### src/sv/u8dec_pkg.sv
`timescale 1ns / 1ps
// Shared types and constants of the UTF-8 code point decoder.
// No dependencies.
package u8dec_pkg;

   localparam int BYTE_W    = 8;
   localparam int CP_W      = 21;
   localparam int BUF_DEPTH = 4;
   localparam int CNT_W     = 3;

   typedef logic [BYTE_W-1:0] byte_type;
   typedef logic [CP_W-1:0]   cp_type;
   typedef logic [CNT_W-1:0]  cnt_type;

   typedef enum logic {
      ST_IDLE,
      ST_SCAN
   } state_type;

   localparam cp_type REPLACEMENT_CP = 21'h00FFFD;
   localparam cp_type MAX_CP         = 21'h10FFFF;
   localparam cp_type SURR_LO        = 21'h00D800;
   localparam cp_type SURR_HI        = 21'h00DFFF;
   localparam cp_type MIN_CP2        = 21'h000080;
   localparam cp_type MIN_CP3        = 21'h000800;
   localparam cp_type MIN_CP4        = 21'h010000;

   localparam byte_type CONT_MASK  = 8'hC0;
   localparam byte_type CONT_TAG   = 8'h80;
   localparam byte_type LEAD2_MASK = 8'hE0;
   localparam byte_type LEAD2_TAG  = 8'hC0;
   localparam byte_type LEAD3_MASK = 8'hF0;
   localparam byte_type LEAD3_TAG  = 8'hE0;
   localparam byte_type LEAD4_MASK = 8'hF8;
   localparam byte_type LEAD4_TAG  = 8'hF0;

endpackage

### src/sv/u8dec_if.sv
`timescale 1ns / 1ps
// Valid/ready channels of the UTF-8 decoder: byte requests and code point responses.
// Depends on u8dec_pkg.
interface u8dec_req_if;
   logic               valid;
   logic               ready;
   u8dec_pkg::byte_type text_byte;
   logic               end_of_text;

   modport source (output valid, output text_byte, output end_of_text, input ready);
   modport sink (input valid, input text_byte, input end_of_text, output ready);
endinterface

interface u8dec_rsp_if;
   logic             valid;
   logic             ready;
   u8dec_pkg::cp_type code_point;
   logic             substituted;
   logic             last_of_text;

   modport source (output valid, output code_point, output substituted,
                   output last_of_text, input ready);
   modport sink (input valid, input code_point, input substituted,
                 input last_of_text, output ready);
endinterface

### src/sv/utf8_codepoint_decoder_top.sv
`timescale 1ns / 1ps
// UTF-8 decoder with U+FFFD replacement: one byte beat in, zero to four code points out.
// Depends on u8dec_pkg and the channel interfaces in u8dec_if.sv.
//
// Bytes of a string enter one beat at a time, the last one flagged end_of_text. A byte beat
// is taken only while the block is idle; a single check-and-shift unit then resolves one
// form from the head of a four-byte buffer per cycle while no response is held off by
// ready. A byte that only extends an unfinished form leaves it in the buffer for the next
// byte. Invalid leads, broken or overlong forms, surrogates, values above U+10FFFF and
// forms cut short by end_of_text each give U+FFFD with substituted set and consume one
// byte; the bytes behind it are scanned again.
// The result register lets a response wait while the next byte is accepted.
module utf8_codepoint_decoder_top (
   input  logic             clock,
   input  logic             reset,
   u8dec_req_if.sink        req_bus,
   u8dec_rsp_if.source      rsp_bus
);

   u8dec_pkg::state_type state_ff, state_in;
   u8dec_pkg::byte_type  buf_ff [u8dec_pkg::BUF_DEPTH];
   u8dec_pkg::byte_type  buf_in [u8dec_pkg::BUF_DEPTH];
   u8dec_pkg::cnt_type   cnt_ff, cnt_in;
   logic                 end_ff, end_in;
   logic                 rsp_valid_ff, rsp_valid_in;
   u8dec_pkg::cp_type    cp_ff, cp_in;
   logic                 sub_ff, sub_in;
   logic                 last_ff, last_in;

   // check unit signals
   u8dec_pkg::cnt_type   need;
   u8dec_pkg::cnt_type   take;
   logic                 c1, c2, c3;
   logic                 ok2, ok3, ok4;
   logic                 ok, short_form, stall;
   u8dec_pkg::cp_type    v2, v3, v4, cp_ok;
   logic [u8dec_pkg::BUF_DEPTH*u8dec_pkg::BYTE_W-1:0] flat, shifted;

   always_comb begin
      c1 = (buf_ff[1] & u8dec_pkg::CONT_MASK) == u8dec_pkg::CONT_TAG;
      c2 = (buf_ff[2] & u8dec_pkg::CONT_MASK) == u8dec_pkg::CONT_TAG;
      c3 = (buf_ff[3] & u8dec_pkg::CONT_MASK) == u8dec_pkg::CONT_TAG;

      if (!buf_ff[0][7]) begin
         need = 3'd1;
      end else if ((buf_ff[0] & u8dec_pkg::LEAD2_MASK) == u8dec_pkg::LEAD2_TAG) begin
         need = 3'd2;
      end else if ((buf_ff[0] & u8dec_pkg::LEAD3_MASK) == u8dec_pkg::LEAD3_TAG) begin
         need = 3'd3;
      end else if ((buf_ff[0] & u8dec_pkg::LEAD4_MASK) == u8dec_pkg::LEAD4_TAG) begin
         need = 3'd4;
      end else begin
         need = 3'd0;
      end

      v2 = {10'd0, buf_ff[0][4:0], buf_ff[1][5:0]};
      v3 = {5'd0, buf_ff[0][3:0], buf_ff[1][5:0], buf_ff[2][5:0]};
      v4 = {buf_ff[0][2:0], buf_ff[1][5:0], buf_ff[2][5:0], buf_ff[3][5:0]};

      ok2 = c1 && (v2 >= u8dec_pkg::MIN_CP2);
      ok3 = c1 && c2 && (v3 >= u8dec_pkg::MIN_CP3) &&
            !((v3 >= u8dec_pkg::SURR_LO) && (v3 <= u8dec_pkg::SURR_HI));
      ok4 = c1 && c2 && c3 && (v4 >= u8dec_pkg::MIN_CP4) && (v4 <= u8dec_pkg::MAX_CP);

      short_form = need > cnt_ff;
      stall      = short_form && !end_ff;

      case (need)
         3'd1:    begin ok = 1'b1; cp_ok = {13'd0, buf_ff[0]}; end
         3'd2:    begin ok = ok2;  cp_ok = v2; end
         3'd3:    begin ok = ok3;  cp_ok = v3; end
         3'd4:    begin ok = ok4;  cp_ok = v4; end
         default: begin ok = 1'b0; cp_ok = u8dec_pkg::REPLACEMENT_CP; end
      endcase
      ok   = ok && !short_form;
      take = ok ? need : 3'd1;

      // drop the consumed bytes from the head of the buffer
      flat    = {buf_ff[3], buf_ff[2], buf_ff[1], buf_ff[0]};
      shifted = flat >> {take, 3'b000};
   end

   always_comb begin
      state_in     = state_ff;
      buf_in       = buf_ff;
      cnt_in       = cnt_ff;
      end_in       = end_ff;
      rsp_valid_in = rsp_valid_ff && !rsp_bus.ready;
      cp_in        = cp_ff;
      sub_in       = sub_ff;
      last_in      = last_ff;

      unique case (state_ff)
         u8dec_pkg::ST_IDLE: begin
            if (req_bus.valid) begin
               buf_in[cnt_ff[1:0]] = req_bus.text_byte;
               cnt_in   = cnt_ff + 3'd1;
               end_in   = req_bus.end_of_text;
               state_in = u8dec_pkg::ST_SCAN;
            end
         end
         u8dec_pkg::ST_SCAN: begin
            if (stall) begin
               // hold the unfinished form for the next byte
               state_in = u8dec_pkg::ST_IDLE;
            end else if (!rsp_valid_ff || rsp_bus.ready) begin
               for (int i = 0; i < u8dec_pkg::BUF_DEPTH; i++) begin
                  buf_in[i] = shifted[i*u8dec_pkg::BYTE_W +: u8dec_pkg::BYTE_W];
               end
               cnt_in       = cnt_ff - take;
               rsp_valid_in = 1'b1;
               cp_in        = ok ? cp_ok : u8dec_pkg::REPLACEMENT_CP;
               sub_in       = !ok;
               last_in      = end_ff && (take == cnt_ff);
               if (take == cnt_ff) begin
                  state_in = u8dec_pkg::ST_IDLE;
               end
            end
         end
         default: state_in = u8dec_pkg::ST_IDLE;
      endcase
   end

   always_ff @(posedge clock) begin
      if (reset) begin
         state_ff     <= u8dec_pkg::ST_IDLE;
         cnt_ff       <= '0;
         end_ff       <= 1'b0;
         rsp_valid_ff <= 1'b0;
      end else begin
         state_ff     <= state_in;
         cnt_ff       <= cnt_in;
         end_ff       <= end_in;
         rsp_valid_ff <= rsp_valid_in;
      end
   end

   always_ff @(posedge clock) begin
      buf_ff  <= buf_in;
      cp_ff   <= cp_in;
      sub_ff  <= sub_in;
      last_ff <= last_in;
   end

   assign req_bus.ready        = (state_ff == u8dec_pkg::ST_IDLE);
   assign rsp_bus.valid        = rsp_valid_ff;
   assign rsp_bus.code_point   = cp_ff;
   assign rsp_bus.substituted  = sub_ff;
   assign rsp_bus.last_of_text = last_ff;

endmodule

### src/flat_wrapper.sv
// flat-port wrapper written by rule: the top's interface ports become plain ports
module utf8_codepoint_decoder_top_flat 
  (clock, reset, req_bus_valid, req_bus_text_byte, req_bus_end_of_text, req_bus_ready, rsp_bus_valid, rsp_bus_code_point, rsp_bus_substituted, rsp_bus_last_of_text, rsp_bus_ready);
  u8dec_req_if req_bus_i ();
  u8dec_rsp_if rsp_bus_i ();
  input  logic clock;
  input  logic reset;
  input wire logic [$bits(req_bus_i.valid)-1:0] req_bus_valid;
  input wire logic [$bits(req_bus_i.text_byte)-1:0] req_bus_text_byte;
  input wire logic [$bits(req_bus_i.end_of_text)-1:0] req_bus_end_of_text;
  output wire logic [$bits(req_bus_i.ready)-1:0] req_bus_ready;
  output wire logic [$bits(rsp_bus_i.valid)-1:0] rsp_bus_valid;
  output wire logic [$bits(rsp_bus_i.code_point)-1:0] rsp_bus_code_point;
  output wire logic [$bits(rsp_bus_i.substituted)-1:0] rsp_bus_substituted;
  output wire logic [$bits(rsp_bus_i.last_of_text)-1:0] rsp_bus_last_of_text;
  input wire logic [$bits(rsp_bus_i.ready)-1:0] rsp_bus_ready;
  assign req_bus_i.valid = req_bus_valid;
  assign req_bus_i.text_byte = req_bus_text_byte;
  assign req_bus_i.end_of_text = req_bus_end_of_text;
  assign req_bus_ready = req_bus_i.ready;
  assign rsp_bus_valid = rsp_bus_i.valid;
  assign rsp_bus_code_point = rsp_bus_i.code_point;
  assign rsp_bus_substituted = rsp_bus_i.substituted;
  assign rsp_bus_last_of_text = rsp_bus_i.last_of_text;
  assign rsp_bus_i.ready = rsp_bus_ready;
  utf8_codepoint_decoder_top u_core (.clock(clock), .reset(reset), .req_bus(req_bus_i), .rsp_bus(rsp_bus_i));
endmodule
### config.mk
export PLATFORM = sky130hd
export DESIGN_NAME = utf8_codepoint_decoder_top_flat
export DESIGN_NICKNAME = d
export VERILOG_FILES = /design/src/sv/u8dec_pkg.sv /design/src/sv/u8dec_if.sv /design/src/sv/utf8_codepoint_decoder_top.sv /design/src/flat_wrapper.sv
export SDC_FILE = /design/constraint.sdc
export NUM_CORES = 1
export LEC_CHECK = 0
export ABC_AREA = 1
export BUFFER_PORTS_ARGS = -buffer_cell sky130_fd_sc_hd__buf_2
export CORE_MARGIN = 8
export CORE_UTILIZATION = 53
export DETAILED_ROUTE_END_ITERATION = 7
export PLACE_DENSITY = 0.76
export REMOVE_ABC_BUFFERS = 1
export SLEW_MARGIN = 20
export SYNTH_ARGS = -nofsm -noshare
export SYNTH_HDL_FRONTEND = slang
export SYNTH_SLANG_ARGS = --single-unit
### constraint.sdc
create_clock -name clock -period 4.1 [get_ports clock]
set_input_delay 0.41 -clock clock [delete_from_list [all_inputs] [get_ports clock]]
set_output_delay 0.41 -clock clock [all_outputs]
set_load 0.01 [all_outputs]
=== Word level (Yosys, flattened, before mapping) ===
Index checks and enable logic that the tools add are counted.

* Bits in registers: 61
* Input bits: 13
* Logic and storage cells: 89
* Output and inout port bits: 25

* Eq/ne operators: 14
* Muxes and demuxes: 26
* Bitwise gates (word level): 3
* Magnitude comparators: 9
* Reductions and logical operators: 23
* $add $sub $neg: 2
* Shift operators: 1

{| class="wikitable"
|+ Operators with widths
! operator !! count
|-
| $mux W32 || 3
|-
| $pmux W21 S4 || 1
|-
| $pmux W32 S2 || 1
|-
| $bwmux W32 || 1
|-
| $shr A32 B6 Y32 || 1
|-
| $mux W3 || 8
|-
| $ge A21 B17 Y1 const B || 1
|-
| $le A21 B21 Y1 const B || 1
|-
| $demux W8 S2 || 1
|-
| $ge A16 B12 Y1 const B || 1
|-
| $ge A16 B16 Y1 const B || 1
|-
| $le A16 B16 Y1 const B || 1
|-
| $logic_and A1 B1 Y1 || 13
|-
| $ge A11 B8 Y1 const B || 1
|-
| $mux W8 || 1
|-
| $mux W1 || 7
|-
| $eq A2 B2 Y1 const B || 3
|-
| $eq A3 B2 Y1 const B || 2
|-
| $eq A3 B3 Y1 const B || 2
|-
| $logic_not A1 Y1 || 6
|-
| $ne A2 B2 Y1 const B || 3
|-
| $pmux W3 S2 || 1
|-
| $reduce_and A3 Y1 || 2
|-
| $eq A5 B5 Y1 const B || 1
|-
| other kinds (14) || 15
|}

=== Depth between registers and ports, before layout ===
Gate-level depths: netlist of run 1.

* Depth after elaboration: 14
* Gate-level depth with buffers: 19
* Depth with buffers taken out: 17

=== Least setup slack after synthesis of run 1 ===
Ideal clock, no wire load.

* Path kind: flip-flop to flip-flop
* From: reg u_core.buf_ff[28] in the netlist's numbering
* To: reg u_core.buf_ff[0] in the netlist's numbering, enable pin
* Setup slack: 0.259 ns
* Cell stages (with the launch flop): 16
* Clock period less this slack: 3.841 ns
* Setup time: 0.375 ns
* Arrival time: 3.466 ns
* Cells stage by stage: edfxtp_1 > inv_1 > nand4_1 > buf_4 > inv_2 > nor2_2 > buf_2 > ha_1 > nand3_1 > nand2_1 > nor2_1 > inv_1 > nand2_1 > nor2_1 > nor2_2 > a21oi_1

* Longest elaborated chain between the ends: 9
* Elaborated cells on any way between the ends: 10
* Those cells by class: 1 x order compare; 3 x eq/ne; 4 x mux; 2 x reduce/logical

{| class="wikitable"
|+ RTL lines
! element !! RTL line !! RTL
|-
| start, declared || utf8_codepoint_decoder_top.sv:21 || <nowiki>u8dec_pkg::byte_type buf_ff [u8dec_pkg::BUF_DEPTH];</nowiki>
|-
| start signal, assigned || utf8_codepoint_decoder_top.sv:139 || <nowiki>buf_ff <= buf_in;</nowiki>
|-
| $eq A5 B5 Y1 || utf8_codepoint_decoder_top.sv:50 || <nowiki>end else if ((buf_ff[0] & u8dec_pkg::LEAD4_MASK) == u8dec_pkg::LEAD4_TAG) begin</nowiki>
|-
| $mux W3 || utf8_codepoint_decoder_top.sv:50 ||
|-
| $mux W3 * || utf8_codepoint_decoder_top.sv:48 || <nowiki>end else if ((buf_ff[0] & u8dec_pkg::LEAD3_MASK) == u8dec_pkg::LEAD3_TAG) begin</nowiki>
|-
| $mux W3 * || utf8_codepoint_decoder_top.sv:46 || <nowiki>end else if ((buf_ff[0] & u8dec_pkg::LEAD2_MASK) == u8dec_pkg::LEAD2_TAG) begin</nowiki>
|-
| $mux W3 * || utf8_codepoint_decoder_top.sv:44 || <nowiki>if (!buf_ff[0][7]) begin</nowiki>
|-
| $gt A3 B3 Y1 * || utf8_codepoint_decoder_top.sv:65 || <nowiki>short_form = need > cnt_ff;</nowiki>
|-
| $logic_and A1 B1 Y1 * || utf8_codepoint_decoder_top.sv:66 || <nowiki>stall = short_form && !end_ff;</nowiki>
|-
| $ne A2 B2 Y1 (no line) * || n/a ||
|-
| $reduce_and A3 Y1 (no line) * || n/a ||
|}

Mark *: on every way between the ends. The rest lies on a longest branch, timed or not.
A chain may end at the register's enable or synchronous reset.

=== Worst setup path in the final report of run 1 ===
* From: reg u_core.buf_ff[31] in the netlist's numbering
* To: reg u_core.cnt_ff[1]

* Longest elaborated chain between the ends: 13
* Elaborated cells on any way between the ends: 23
* Those cells by class: 1 x add/sub; 1 x order compare; 8 x eq/ne; 9 x mux; 4 x reduce/logical

{| class="wikitable"
|+ RTL lines
! element !! RTL line !! RTL
|-
| $eq A5 B5 Y1 || utf8_codepoint_decoder_top.sv:50 ||
|-
| $mux W3 || utf8_codepoint_decoder_top.sv:50 ||
|-
| $mux W3 || utf8_codepoint_decoder_top.sv:48 ||
|-
| $mux W3 || utf8_codepoint_decoder_top.sv:46 ||
|-
| $mux W3 * || utf8_codepoint_decoder_top.sv:44 ||
|-
| $eq A3 B3 Y1, or another cell as far along || utf8_codepoint_decoder_top.sv:68 || <nowiki>case (need)</nowiki>
|-
| $pmux W1 S4 or $logic_not A1 Y1 (tied branches) || utf8_codepoint_decoder_top.sv:68, utf8_codepoint_decoder_top.sv:75 ||
|-
| $logic_and A1 B1 Y1 || utf8_codepoint_decoder_top.sv:75 || <nowiki>ok = ok && !short_form;</nowiki>
|-
| $mux W3 || utf8_codepoint_decoder_top.sv:76 || <nowiki>take = ok ? need : 3'd1;</nowiki>
|-
| $sub A3 B3 Y3 || utf8_codepoint_decoder_top.sv:110 || <nowiki>cnt_in = cnt_ff - take;</nowiki>
|-
| $mux W3 || utf8_codepoint_decoder_top.sv:106 || <nowiki>end else if (!rsp_valid_ff || rsp_bus.ready) begin</nowiki>
|-
| $mux W3 || utf8_codepoint_decoder_top.sv:103 || <nowiki>if (stall) begin</nowiki>
|-
| $pmux W3 S2 || utf8_codepoint_decoder_top.sv:93 || <nowiki>unique case (state_ff)</nowiki>
|-
| end signal, assigned || utf8_codepoint_decoder_top.sv:132 || <nowiki>cnt_ff <= cnt_in;</nowiki>
|-
| end, declared || utf8_codepoint_decoder_top.sv:23 || <nowiki>u8dec_pkg::cnt_type cnt_ff, cnt_in;</nowiki>
|}

Mark *: on every way between the ends. The rest lies on a longest branch, timed or not. The select of a mux whose other input is x is not followed.

==> impl_metrics.json, run 1 <==
{
  "status": "complete, no violations",
  "cts-resized-gates": 0,
  "ant_nets": 0,
  "vdd_ir_drop_max_uv": 373,
  "die_h_um": 96.5,
  "cpPeakStageDelay_ps": 520,
  "fmax_mhz": 266,
  "layout.nets": 437,
  "wl_per_cell_um": 17.1,
  "firstDrtPassIters": 5,
  "synth_cell_types": 33,
  "seqCellArea_um2": 1770,
  "die_area_um2": 9320,
  "start_util": 0.544,
  "routed_wl_mm": 8.48,
  "final_max_slew_viol_count": 0,
  "die_x_um": 96.5,
  "finalCriticalPeriod_ps": 3760,
  "synth_top_area_share": 0.481,
  "avgSynthCellArea_um2": 9.14,
  "cp_top_family": "simple AND/OR/NAND/NOR gates",
  "highest_layer": "met4",
  "worstHoldPathType": "input pin to flop",
  "drt_iter0_markers": 308,
  "fin_cells": 496,
  "reg2reg_slack_ps": 340,
  "vias": 2897,
  "grt_pass1_wl_mm": 13.8,
  "portBuffers": 37,
  "grt-ovfl-total": 0,
  "drive_gt1_frac": 0.198,
  "r2r_end": "u_core.cnt_ff[1]$_SDFFE_PP0P_",
  "period_share": 0.917,
  "clock_latency_ps": 350,
  "clock_sinks": 61,
  "cp-start-kind": "flop",
  "crit_arrival_ps": 3990,
  "worst_pin_slew_ps": 833,
  "area.growth.synth_to_final_pct": 11.9,
  "slew-limit-headroom": 0.445,
  "end_kind": "flop",
  "critPathKind": "flop to flop",
  "synthTopCellsByArea": "edfxtp_1, nand2_1, inv_1",
  "place_congestion": 0.906,
  "cts_root_buf": "clkbuf_8",
  "yosys_register_bits": 61,
  "cp.depth": 14,
  "via_per_inst": 5.84,
  "antenna_found_initial": 0,
  "dpl.cell_count": 480,
  "crit_buf_inv": 2,
  "crit_required_ps": 4330,
  "cts_hold_buf": 0,
  "drc": 0,
  "dp_hpwl_mm": 6.15,
  "powerDensity_nw_per_um2": 801,
  "worstPathMaxFanout": 23,
  "r2r-start": "u_core.buf_ff[31]$_DFFE_PP_",
  "grt_pass1_vias": 2772,
  "cpMostUsedCell": "o21ai_0",
  "antennaDiodeCount": 0,
  "min_to": "u_core.state_ff$_SDFF_PP0_",
  "grt_setup_unrepaired": "false",
  "synth_area_um2": 3440,
  "finalSetupViolCount": 0,
  "ys_warn_count": 0,
  "layout_commonest_cell": "nand2_1",
  "grt_max_degree": 27,
  "layout_common_cells": "nand2_1, edfxtp_1, inv_1",
  "tns_ps": 0,
  "coreArea_um2": 6310,
  "post-cts-setup-buffers": 0,
  "skew_ps": 3.97,
  "ioPinCount": 38,
  "synth.largest_area_cell": "edfxtp_1",
  "rows": 29,
  "fill_cells": 558,
  "crit_chain": "nand4_1 -> inv_2 -> nor2_2 -> ha_1 -> o21ai_0 -> nand2_1 -> nand2_2 -> inv_4 -> nand2_4 -> ha_1 -> fa_1 -> o21ai_0 -> o21ai_0 -> a21oi_1",
  "critPathSlowestCell": "edfxtp_1",
  "wirelength_met1_mm": 3.66,
  "cts_made_buffers": 9,
  "cts.path.max_buffers": 2,
  "rr_worst_depth": 14,
  "routed-wl-met3_um": 766,
  "dr_wl_met2_mm": 3.88,
  "cts_tree": "done",
  "finalHoldViolCount": 0,
  "multi_input_area_um2": 1340,
  "grt_use_total": 0.197,
  "max-cap-violations": 0,
  "yosysSeqAreaShare": 0.515,
  "leakage_nw": 1.58,
  "clkSlewWorstSetupHoldPaths_ps": 70,
  "hp-start": "reset",
  "syn_inst": 376,
  "h-tree-depth": 3,
  "holdPathStages": 2
}
-- Yosys cell counts (all sizes together) --
library cell	count
nand2	83
edfxtp	55
inv	53
nand3	31
o21ai	29
nor2	23
a21oi	16
nor3	13
buf	10
ha	9
o22ai	9
o31ai	8
a221oi	6
clkbuf	6
dfxtp	6
o221ai	6
nand4	4
clkinv	3
o211ai	3
a41oi	1
and3	1
fa	1
-- through the flow --
stage / setup slack (ps) / util / area [µm²] / total power [mW] / hold WS, ps
6_report: 342 / 0.609 / 3840 / 3.08 / 241
5_1_grt: 25.6 / 0.609 / 3840 / 3.31 / 254
4_1_cts: 391 / 0.609 / 3840 / 3.08 / 224
3_5_place_dp: 421 / 0.579 / 3650 / 2.55 / 554
3_3_place_gp: 603 / 0.579 / 3650 / 2.51 / 553
2_1_floorplan: 115 / - / 3330 / 2.11 / 479
-- how the worst max path moves through the flow --
stage	start	endpoint	slack [ps]
detailed placement	u_core.buf_ff[31]$_DFFE_PP_	u_core.cnt_ff[1]$_SDFFE_PP0P_	420
finish	u_core.buf_ff[31]$_DFFE_PP_	u_core.cnt_ff[1]$_SDFFE_PP0P_	340
global placement	u_core.buf_ff[31]$_DFFE_PP_	u_core.cnt_ff[1]$_SDFFE_PP0P_	600
floorplan	u_core.buf_ff[31]$_DFFE_PP_	u_core.buf_ff[0]$_DFFE_PP_	110
CTS	u_core.buf_ff[31]$_DFFE_PP_	u_core.cnt_ff[1]$_SDFFE_PP0P_	390
global route	u_core.buf_ff[31]$_DFFE_PP_	u_core.cnt_ff[1]$_SDFFE_PP0P_	30
-- cell families (layout without fill, tap and decap cells) --
kind of cell    count (synthesis)  in the layout  share of synthesized area
compound gates                 78             78                      0.145
fa+ha+maj                      10             10                     0.0386
buf+inv                        72            115                     0.0950
flops                          61             61                      0.515
simple gates                  155            155                      0.206
-- flip-flops by register name, summed over array words and instances, names as in the netlist --
signal	cells
u_core.cnt_ff	3
u_core.end_ff	1
u_core.rsp_bus.substituted	1
u_core.buf_ff	32
u_core.rsp_bus.last_of_text	1
u_core.rsp_bus.valid	1
u_core.rsp_bus.code_point	21
u_core.state_ff	1
-- per-layer routing --
| layer | track usage | up-vias |
|---|---|---|
| li1 | - | 1383 |
| met1 | 0.256 | 1343 |
| met5 | 0 | - |
| met3 | 0.0448 | 19 |
| met4 | 0.0971 | 0 |
| met2 | 0.302 | 152 |
-- layout make-up --
type,instances,area share
Clock buffer,9,0.0322
Clock inverter,7,0.0172
Inverter,56,0.0560
Multi-Input combinational cell,243,0.349
Sequential cell,61,0.461
Tap cell,77,0.0251
Timing Repair Buffer,43,0.0599
-- worst reg2reg max path: stages (launching register included) --
cell,delay (ps)
edfxtp_1,520
nand4_1,280
inv_2,140
nor2_2,460
ha_1,250
o21ai_0,110
nand2_1,150
nand2_2,190
inv_4,270
nand2_4,230
ha_1,290
fa_1,480
o21ai_0,70
o21ai_0,150
a21oi_1,50
-- power by group --
group	switching (mW)	internal (mW)
registers	0.135	1.01
clock network	0.252	0.276
logic	0.971	0.435
total	1.36	1.72
(Power assumes the default switching activity.)
==> inputs of run 2 (changes only) <==
--- a/config.mk
+++ b/config.mk
@@ -5,8 +5,8 @@
 export SDC_FILE = /design/constraint.sdc
 export NUM_CORES = 1
 export LEC_CHECK = 0
-export ABC_AREA = 1
 export BUFFER_PORTS_ARGS = -buffer_cell sky130_fd_sc_hd__buf_2
+export CAP_MARGIN = 20
 export CORE_MARGIN = 8
 export CORE_UTILIZATION = 53
 export DETAILED_ROUTE_END_ITERATION = 7
==> impl_metrics.json, run 2 <==
{
  "clkSlewWorstSetupHoldPaths_ps": 70,
  "cts-resized-gates": 0,
  "worstHoldPathType": "input pin to flop",
  "coreArea_um2": 6200,
  "ioPinCount": 38,
  "firstDrtPassIters": 5,
  "avgSynthCellArea_um2": 11.6,
  "post-cts-setup-buffers": 0,
  "synth_common_cells": "edfxtp_1, nand2_1, and2_1, inv_1, a21oi_1",
  "grt_pass1_wl_mm": 12.4,
  "max_flop_register": "u_core.buf_ff",
  "layout.nets": 348,
  "finish.utilization": 0.611,
  "syn_inst": 289,
  "yosysMostFrequentCell": "edfxtp_1",
  "period_share": 0.867,
  "dp_slack_ps": 598,
  "cts_hold_buf": 0,
  "cts.path.max_buffers": 2,
  "drive_gt1_frac": 0.204,
  "grt_setup_unrepaired": "false",
  "async_flop_share": 0,
  "powerDensity_nw_per_um2": 926,
  "ys_warn_count": 0,
  "vias": 2529,
  "skew_ps": 4.79,
  "holdPathStages": 3,
  "final_max_slew_viol_count": 0,
  "cp-start-kind": "flop",
  "rr_worst_depth": 10,
  "grt_pass1_vias": 2527,
  "place_congestion": 0.853,
  "routed-wl-met3_um": 679,
  "yosys_register_bits": 61,
  "cts_root_buf": "clkbuf_8",
  "setup_ws_ps": 547,
  "wl_per_cell_um": 18.5,
  "power_mw": 3.51,
  "vdd_ir_drop_max_uv": 435,
  "drc": 0,
  "cts_tree": "done",
  "grt_max_degree": 27,
  "end_kind": "flop",
  "via_per_inst": 6.23,
  "antenna_found_initial": 0,
  "max-cap-violations": 0,
  "wirelength_met1_mm": 3.25,
  "synthTopCellsByArea": "edfxtp_1, a221o_1, and2_1",
  "synth_area_um2": 3340,
  "highest_layer": "met4",
  "layout_common_cells": "edfxtp_1, buf_2, nand2_1",
  "worstPathMaxFanout": 16,
  "slew-limit-headroom": 0.498,
  "grt_use_total": 0.177,
  "fill_cells": 514,
  "crit_required_ps": 4380,
  "start_util": 0.538,
  "synth-edff-count": 55,
  "area.growth.synth_to_final_pct": 13.6,
  "dp_hpwl_mm": 5.33,
  "grt-ovfl-total": 0,
  "layout_commonest_cell": "edfxtp_1",
  "synth.largest_area_cell": "edfxtp_1",
  "finalSetupViolCount": 0,
  "crit_arrival_ps": 3840,
  "critPathKind": "flop to flop",
  "fmax_mhz": 281,
  "portBuffers": 37,
  "finalCriticalPeriod_ps": 3550,
  "ant_nets": 0,
  "yosysSeqAreaShare": 0.531,
  "largest_reg_flops": 32,
  "cts_made_buffers": 9,
  "hold_ws_ps": 301,
  "die_area_um2": 9090,
  "routed_wl_mm": 7.52,
  "h-tree-depth": 3,
  "drt_iter0_markers": 284,
  "clock_sinks": 61,
  "dr_wl_met2_mm": 3.44,
  "synthFlopType": "edfxtp_1",
  "finalHoldViolCount": 0,
  "synth_cell_types": 58,
  "die_h_um": 95.4,
  "status": "complete, no violations",
  "die_x_um": 95.4,
  "synth_top_area_share": 0.495,
  "worst_pin_slew_ps": 748,
  "rows": 29,
  "tns_ps": 0,
  "antennaDiodeCount": 0,
  "clock_latency_ps": 350,
  "leakage_nw": 1.41
}
[run 2: routing by layer]
metal  track usage  vias up
met5             0        -
li1              -     1197
met3        0.0488       18
met1         0.229     1183
met4        0.0702        0
met2         0.274      131
[run 2: path summary, 6_finish.rpt]
kind,startpoint,to,slack (ps)
max,u_core.buf_ff[29]$_DFFE_PP_,u_core.cnt_ff[2]$_SDFFE_PP0P_,550
min,req_bus_end_of_text,u_core.end_ff$_SDFFE_PP0P_,300
max reg2reg,u_core.buf_ff[29]$_DFFE_PP_,u_core.cnt_ff[2]$_SDFFE_PP0P_,550
min reg2reg,u_core.rsp_bus.valid$_SDFF_PP0_,u_core.rsp_bus.valid$_SDFF_PP0_,530
[run 2: worst max-delay path, cell delays in order (launching register included)]
cell,delay (ps)
edfxtp_1,630
and4b_1,550
clkinv_1,120
o311a_2,440
a21oi_4,160
nand2_1,70
ha_1,190
fa_1,420
or4b_2,650
o32a_1,190
nand4_1,70
[run 2: area by class of cell]
cell class	instances	area, µm²	share of cell area
well taps	77	96.3	0.0254
multi-input cells	193	1430	0.377
inverters	18	67.6	0.0178
clock inverters	6	78.8	0.0208
flip-flops and latches	61	1770	0.467
clock buffers	9	124	0.0327
repair buffers	42	223	0.0587
[run 2: per-stage QoR]
step | cell area (µm²) | cells
finish | 3790 | 406
floorplan | 3270 | 272
detailed placement | 3590 | 391
CTS | 3790 | 406
global route | 3790 | 406
global placement | 3590 | 391
[run 2: cell families after synthesis]
logic type               count (synthesis)  share of synthesized area
adder cells (fa/ha/maj)                 10                     0.0397
AO/OA/AOI/OAI                           78                      0.196
buffers and inverters                   35                     0.0416
AND/OR/NAND/NOR                         96                      0.166
XOR/XNOR                                 2                    0.00525
flip-flops                              61                      0.531
multiplexers                             7                     0.0214
[run 2: where the power goes]
part           leakage [nW]  internal (mW)  total (mW)  switching, mW
sequential            0.561           1.10        1.37          0.272
combinational         0.750          0.619        1.57          0.950
clock                0.0978          0.332       0.571          0.238
total                  1.41           2.05        3.51           1.46
==> inputs of run 3 (changes only) <==
--- a/config.mk
+++ b/config.mk
@@ -8,9 +8,8 @@
 export BUFFER_PORTS_ARGS = -buffer_cell sky130_fd_sc_hd__buf_2
 export CAP_MARGIN = 20
 export CORE_MARGIN = 8
-export CORE_UTILIZATION = 53
+export CORE_UTILIZATION = 40
 export DETAILED_ROUTE_END_ITERATION = 7
-export PLACE_DENSITY = 0.76
 export REMOVE_ABC_BUFFERS = 1
 export SLEW_MARGIN = 20
 export SYNTH_ARGS = -nofsm -noshare
==> constraint.sdc (replaced) <==
create_clock -name clock -period 3.7 [get_ports clock]
set_input_delay 0.37 -clock clock [delete_from_list [all_inputs] [get_ports clock]]
set_output_delay 0.37 -clock clock [all_outputs]
set_load 0.01 [all_outputs]
==> impl_metrics.json, run 3 (same netlist as run 2, synthesis figures left out) <==
{
  "crit_arrival_ps": 3760,
  "clkSlewWorstSetupHoldPaths_ps": 70,
  "critPathKind": "flop to flop",
  "cts.path.max_buffers": 2,
  "worst_pin_slew_ps": 815,
  "drc": 0,
  "ioPinCount": 38,
  "r2r_end": "u_core.cnt_ff[2]$_SDFFE_PP0P_",
  "grt-ovfl-total": 0,
  "fin_area_um2": 3850,
  "layout_common_cells": "edfxtp_1, buf_2, nand2_1",
  "multi_input_area_um2": 1430,
  "grt_use_total": 0.138,
  "ant_nets": 0,
  "r2r-start": "u_core.buf_ff[30]$_DFFE_PP_",
  "place_area_um2": 3680,
  "fill_cells": 746,
  "layout.nets": 355,
  "cts_made_buffers": 9,
  "min_to": "u_core.end_ff$_SDFFE_PP0P_",
  "antenna_found_initial": 0,
  "firstDrtPassIters": 5,
  "power_mw": 3.86,
  "die_h_um": 107,
  "cp-start-kind": "flop",
  "vias": 2525,
  "finalSetupViolCount": 0,
  "via_per_inst": 5.73,
  "layout_commonest_cell": "edfxtp_1",
  "rr_worst_depth": 13,
  "grt_pass1_vias": 2409,
  "dpl.cell_count": 426,
  "status": "complete, no violations",
  "finish.utilization": 0.474,
  "hp-start": "req_bus_end_of_text",
  "antennaDiodeCount": 0,
  "seqCellArea_um2": 1770,
  "reg2reg_slack_ps": 220,
  "routed_wl_mm": 7.78,
  "cts-resized-gates": 0,
  "crit_required_ps": 3980,
  "cts_tree": "done",
  "holdPathStages": 3,
  "max-cap-violations": 0,
  "top_usage_layer": "met2",
  "finalCriticalPeriod_ps": 3480,
  "rows": 33,
  "skew_ps": 9.31,
  "setup_ws_ps": 219,
  "cts_root_buf": "clkbuf_8",
  "coreArea_um2": 8130,
  "drive_gt1_frac": 0.220,
  "portBuffers": 37,
  "max_flop_register": "u_core.buf_ff",
  "worstPathMaxFanout": 17,
  "grt_max_degree": 27,
  "grt_setup_unrepaired": "false",
  "grt_use_met3": 0.0287,
  "met1_usage": 0.184,
  "dp_hpwl_mm": 5.73,
  "worstHoldPathType": "input pin to flop",
  "clock_sinks": 61,
  "end_kind": "flop",
  "place_congestion": 0.940,
  "post-cts-setup-buffers": 0,
  "start_util": 0.410,
  "fmax_mhz": 287,
  "finalHoldViolCount": 0,
  "dp_slack_ps": 250,
  "area.growth.synth_to_final_pct": 15.5,
  "clock_latency_ps": 350,
  "period_share": 0.941,
  "drt_iter0_markers": 211,
  "use_met2": 0.206,
  "vdd_ir_drop_max_uv": 283,
  "powerDensity_nw_per_um2": 1000,
  "fin_cells": 441,
  "die_area_um2": 11500,
  "tns_ps": 0,
  "grt_pass1_wl_mm": 12.6,
  "wl_per_cell_um": 17.6,
  "leakage_nw": 1.44,
  "die_x_um": 107,
  "slew-limit-headroom": 0.457,
  "hold_ws_ps": 255,
  "h-tree-depth": 3,
  "cts_hold_buf": 0,
  "largest_reg_flops": 32,
  "final_max_slew_viol_count": 0
}
run 3: critical path: stages (launching register included):
cell,delay (ps)
edfxtp_1,460
nand2_2,140
nor3_2,220
ha_1,280
and3_1,170
a21oi_1,350
a21oi_4,50
buf_4,220
nand2_1,110
inv_1,60
fa_1,450
or4b_2,660
o32a_1,190
nand4_1,70
run 3: power breakdown:
group / internal, mW / leakage [nW] / switching (mW)
Sequential: 1.22 / 0.561 / 0.233
Combinational: 0.729 / 0.785 / 1.12
Clock: 0.300 / 0.0916 / 0.262
run 3: final cells by class:
| class | count | share of cell area |
|---|---|---|
| repair buffers | 49 | 0.0714 |
| well taps | 105 | 0.0341 |
| clock inverters | 6 | 0.0143 |
| flip-flops and latches | 61 | 0.460 |
| inverters | 18 | 0.0175 |
| clock buffers | 9 | 0.0321 |
| multi-input cells | 193 | 0.371 |
run 3: worst max-delay path by stage:
stage | startpoint | to | slack [ps] | cells after the start
floorplan | u_core.buf_ff[29]$_DFFE_PP_ | u_core.cnt_ff[2]$_SDFFE_PP0P_ | -220 | 9
global placement | u_core.buf_ff[30]$_DFFE_PP_ | u_core.cnt_ff[2]$_SDFFE_PP0P_ | 370 | 13
detailed placement | u_core.buf_ff[30]$_DFFE_PP_ | u_core.cnt_ff[2]$_SDFFE_PP0P_ | 250 | 13
CTS | u_core.buf_ff[30]$_DFFE_PP_ | u_core.cnt_ff[2]$_SDFFE_PP0P_ | 230 | 13
global route | u_core.buf_ff[30]$_DFFE_PP_ | u_core.cnt_ff[2]$_SDFFE_PP0P_ | 20 | 13
finish | u_core.buf_ff[30]$_DFFE_PP_ | u_core.cnt_ff[2]$_SDFFE_PP0P_ | 220 | 13
run 3: routing by layer:
| layer | wire [µm] | vias up | part of all wire |
|---|---|---|---|
| met1 | 3580 | 1186 | 0.46 |
| met5 | 0 | - | 0 |
| met3 | 618 | 15 | 0.079 |
| li1 | - | 1211 | - |
| met2 | 3380 | 113 | 0.43 |
| met4 | 189 | 0 | 0.024 |
